### src/rtl/core/wtr_ram.sv
// Generic single port write, single port read RAM with registered read data.
module wtr_ram #(
	parameter int DATA_W = 8,
	parameter int DEPTH  = 16
) (
	input  logic                     clk,
	input  logic                     we,
	input  logic [$clog2(DEPTH)-1:0] waddr,
	input  logic [DATA_W-1:0]        wdata,
	input  logic [$clog2(DEPTH)-1:0] raddr,
	output logic [DATA_W-1:0]        rdata
);

	logic [DATA_W-1:0] mem [DEPTH];

	// Write and registered read
	always_ff @(posedge clk) begin
		if (we) begin
			mem[waddr] <= wdata;
		end
		rdata <= mem[raddr];
	end

endmodule

### config.mk
export PLATFORM = sky130hd
export DESIGN_NAME = wtr_ram
export DESIGN_NICKNAME = d
export VERILOG_FILES = /design/src/rtl/core/wtr_ram.sv
export SDC_FILE = /design/constraint.sdc
export NUM_CORES = 1
export LEC_CHECK = 0
export ABC_AREA = 1
export BUFFER_PORTS_ARGS = -buffer_cell sky130_fd_sc_hd__buf_2
export CAP_MARGIN = 20
export CORE_MARGIN = 10
export CORE_UTILIZATION = 55
export CTS_BUF_LIST = sky130_fd_sc_hd__clkbuf_8
export CTS_CLUSTER_DIAMETER = 80
export CTS_CLUSTER_SIZE = 24
export DETAILED_ROUTE_END_ITERATION = 10
export PLACE_DENSITY = 0.83
export REMOVE_ABC_BUFFERS = 1
export SYNTH_ARGS = -nofsm -noshare
export SYNTH_HDL_FRONTEND = slang
export SYNTH_SLANG_ARGS = --single-unit
### constraint.sdc
create_clock -name clk -period 1.6 [get_ports clk]
set_clock_uncertainty 0.2 [all_clocks]
set_input_delay 0.24 -clock clk [delete_from_list [all_inputs] [get_ports clk]]
set_output_delay 0.24 -clock clk [all_outputs]
set_load 0.01 [all_outputs]
==> results.toml <==
[power_and_ir_drop]
power_density_mw_per_mm2 = 1134
peakVddDrop_uv = 527.9
power.static_leakage_nw = 2.907
p_sw_mw = 1.684
switching_share_pct = 22.36
pwr-share-clk_pct = 40.2
comb_power_share_pct = 6.7
totalPowerFinal_mw = 7.532
pwr-share-seq_pct = 53.1
p_int_mw = 5.848

[worst_setup_path]
worstSetupPathType = "flip-flop to output pin"
cp_slowest_stage_delay_ps = 370
critical_path_required_ps = 1160
cp-end-kind = "output pin"
crit_slowest_cell = "dfxtp_1"
cpLargestDelayFamily = "flip-flops"
cp.arrival_ps = 960
crit_buf_inv = 1
path_max_fanout = 1
crit_chain = "buf_2"
start_kind = "flip-flop"

[cells_and_area]
fillCellCount = 772
area_delta_synth_final_pct = 15.14
drive_gt1_share_pct = 13.45
fin_cells = 753
n_antenna_cell = 0
layout.nets = 622

[floorplanning]
start_util_pct = 56.11
rows = 37
die_area_sq_mm = 0.01498
die_h_microns = 122.4
fp.dieW_microns = 122.4
io_pins = 26
coreArea_sq_mm = 0.01028

[clocking]
cts_tree = "yes"
cts_buffers = 17
htreeDepth = 4
clockRootBuffer = "clkbuf_8"
clock_path_buffers = 2
clock_latency_ps = 440
clk_pin_slew_ps = 80
cts.sinks = 136

[global_route]
antenna_found_initial = 0
grt_pass1_wl_microns = 19780
grt_pass1_vias = 3996
grt_use_total_pct = 17.39
grt-ovfl-total = 0
grt_start_max_net_pins = 65

[synth]
ys.warnings.count = 0
synth_top_area_cell = "edfxtp_1"
synth_seq_area_share_pct = 69.43
syn_inst = 551
netlist_area_sq_mm = 0.005767
synthXorXnorAreaFrac_pct = 0
syn_avg_cell_area_sq_um = 10.47
synth_fa_ha_area_share_pct = 0
synth_compound_area_share_pct = 0
synth_cell_types = 12
synth.area.top_cells = "edfxtp_1 67%, nand2_1 11%, nand3_1 8.4%, inv_1 6.5%, dfxtp_1 2.8%"
synth_top_family_by_area = "simple AND/OR/NAND/NOR gates"
muxShareOfSynthArea_pct = 0
synthSimpleGateAreaFrac_pct = 21.05
yosysTopAreaCellShare_pct = 66.65
yosys_register_bits = 136

[sta]
grt_setup_unrepaired = "false"
final_hold_viol_count = 0
whs_ps = 113.7
clock.fmax_mhz = 716.4
fin_tns_setup_ps = 0
drv_slew = 0
tightest_slew_ps = 382.1
max-slew-margin-rel_pct = 74.53
fin_crit_ps = 1396
setup_viol = 0
post-route-period-util_pct = 87.25

[detailed_routing]
drtIter0Drc = 554
avgViaCountPerCell = 5.312
dr.pass1.iters = 6
vias = 4000
routed_wirelength_microns = 12450
drc_errors = 0
wire_per_inst_microns = 16.53
ant_nets = 0

[worst_hold_path]
holdCritPathClass = "input pin to flip-flop"

[place]
hpwl_microns = 7308
place_inst = 712
io_buffer_count = 25
gp_congestion = 0.8884

[run_status]
run_status = "completed"

[flow_run]
drv_cap = 0
-- routing by layer --
layer  global-route usage, %  part of all wire [%]  wire length [microns]
met2                   30.05                    51                   6406
met3                   3.673                   7.7                    955
met4                   9.941                   3.0                    376
met1                   19.65                    38                   4707
met5                       0                     0                      0
-- sequential cells by signal, indices dropped and copies added (netlist names) --
| register | count |
|---|---|
| mem | 128 |
| rdata | 8 |
-- area by class of cell --
cell class              instances  area (sq um)  area share [%]
well taps                     136         170.2           2.563
repair buffers                 58         432.9           6.520
multi-input cells             289          1214           18.28
clock buffers                  17         234.0           3.524
clock inverters                15         202.7           3.053
inverters                     102         382.9           5.766
flip-flops and latches        136          4004           60.30
-- synth_stat cells, drive strengths merged --
library cell,number
edfxtp,128
inv,102
buf,24
nor2,17
dfxtp,8
nand3b,2
nand3,97
nand2,173
-- power groups by stage --
stage                     combinational, mW  clock [mW]  sequential, mW
final                                 0.502        3.03            4.00
after global routing                  0.556        3.21            4.01
after CTS                             0.498        3.05            4.00
after detailed placement              0.476           0            4.08
after global placement                0.459           0            4.08
after floorplan                       0.215           0            4.09
-- path summary, 6_finish.rpt --
check                           slack [ps]  depth (start not counted)  endpoint       from
worst min-delay path                   110                          6  rdata[2]   raddr[1]
worst min register to register         470                          6  rdata[3]  mem[2][3]
worst max register to register         390                          6  rdata[4]  mem[5][4]
worst max-delay path                   200                          1  rdata[0]   rdata[0]
-- cells in the final DEF, fill, tap and decap left out, drive strengths merged --
master / count
dfxtp: 8
nand3b: 2
nand2: 173
clkinvlp: 2
bufinv: 4
clkinv: 8
buf: 49
inv: 103
nor2: 17
clkbuf: 17
edfxtp: 128
nand3: 97
dlygate4sd3: 9
-- logic make-up (layout without fill, tap and decap cells) --
family,Yosys count,in the layout
buf+inv,126,192
simple gates,289,289
flops,136,136
-- what timing repair did --
item,in CTS,in global routing
hold buffers,8,1
resized for setup,0,0
setup buffers,0,0
endpoints found under the hold margin,92,5
-- worst register-to-register path, delay by kind of cell, from the launching register on --
family / cells / cell delay (ps)
DFF: 1 / 380
buffers and inverters: 1 / 60
and+or+nand+nor: 5 / 440
-- per-stage QoR --
step / setup WS (ps) / util [%] / area, sq um
floorplan: 179.5 / - / 5600
global placement: 186.7 / 59.48 / 6113
detailed placement: 156.9 / 59.48 / 6113
CTS: 181.9 / 64.51 / 6630
global route: 167.1 / 64.61 / 6640
finish: 204.1 / 64.61 / 6640
Note: power is estimated with default switching activity, not from simulation.
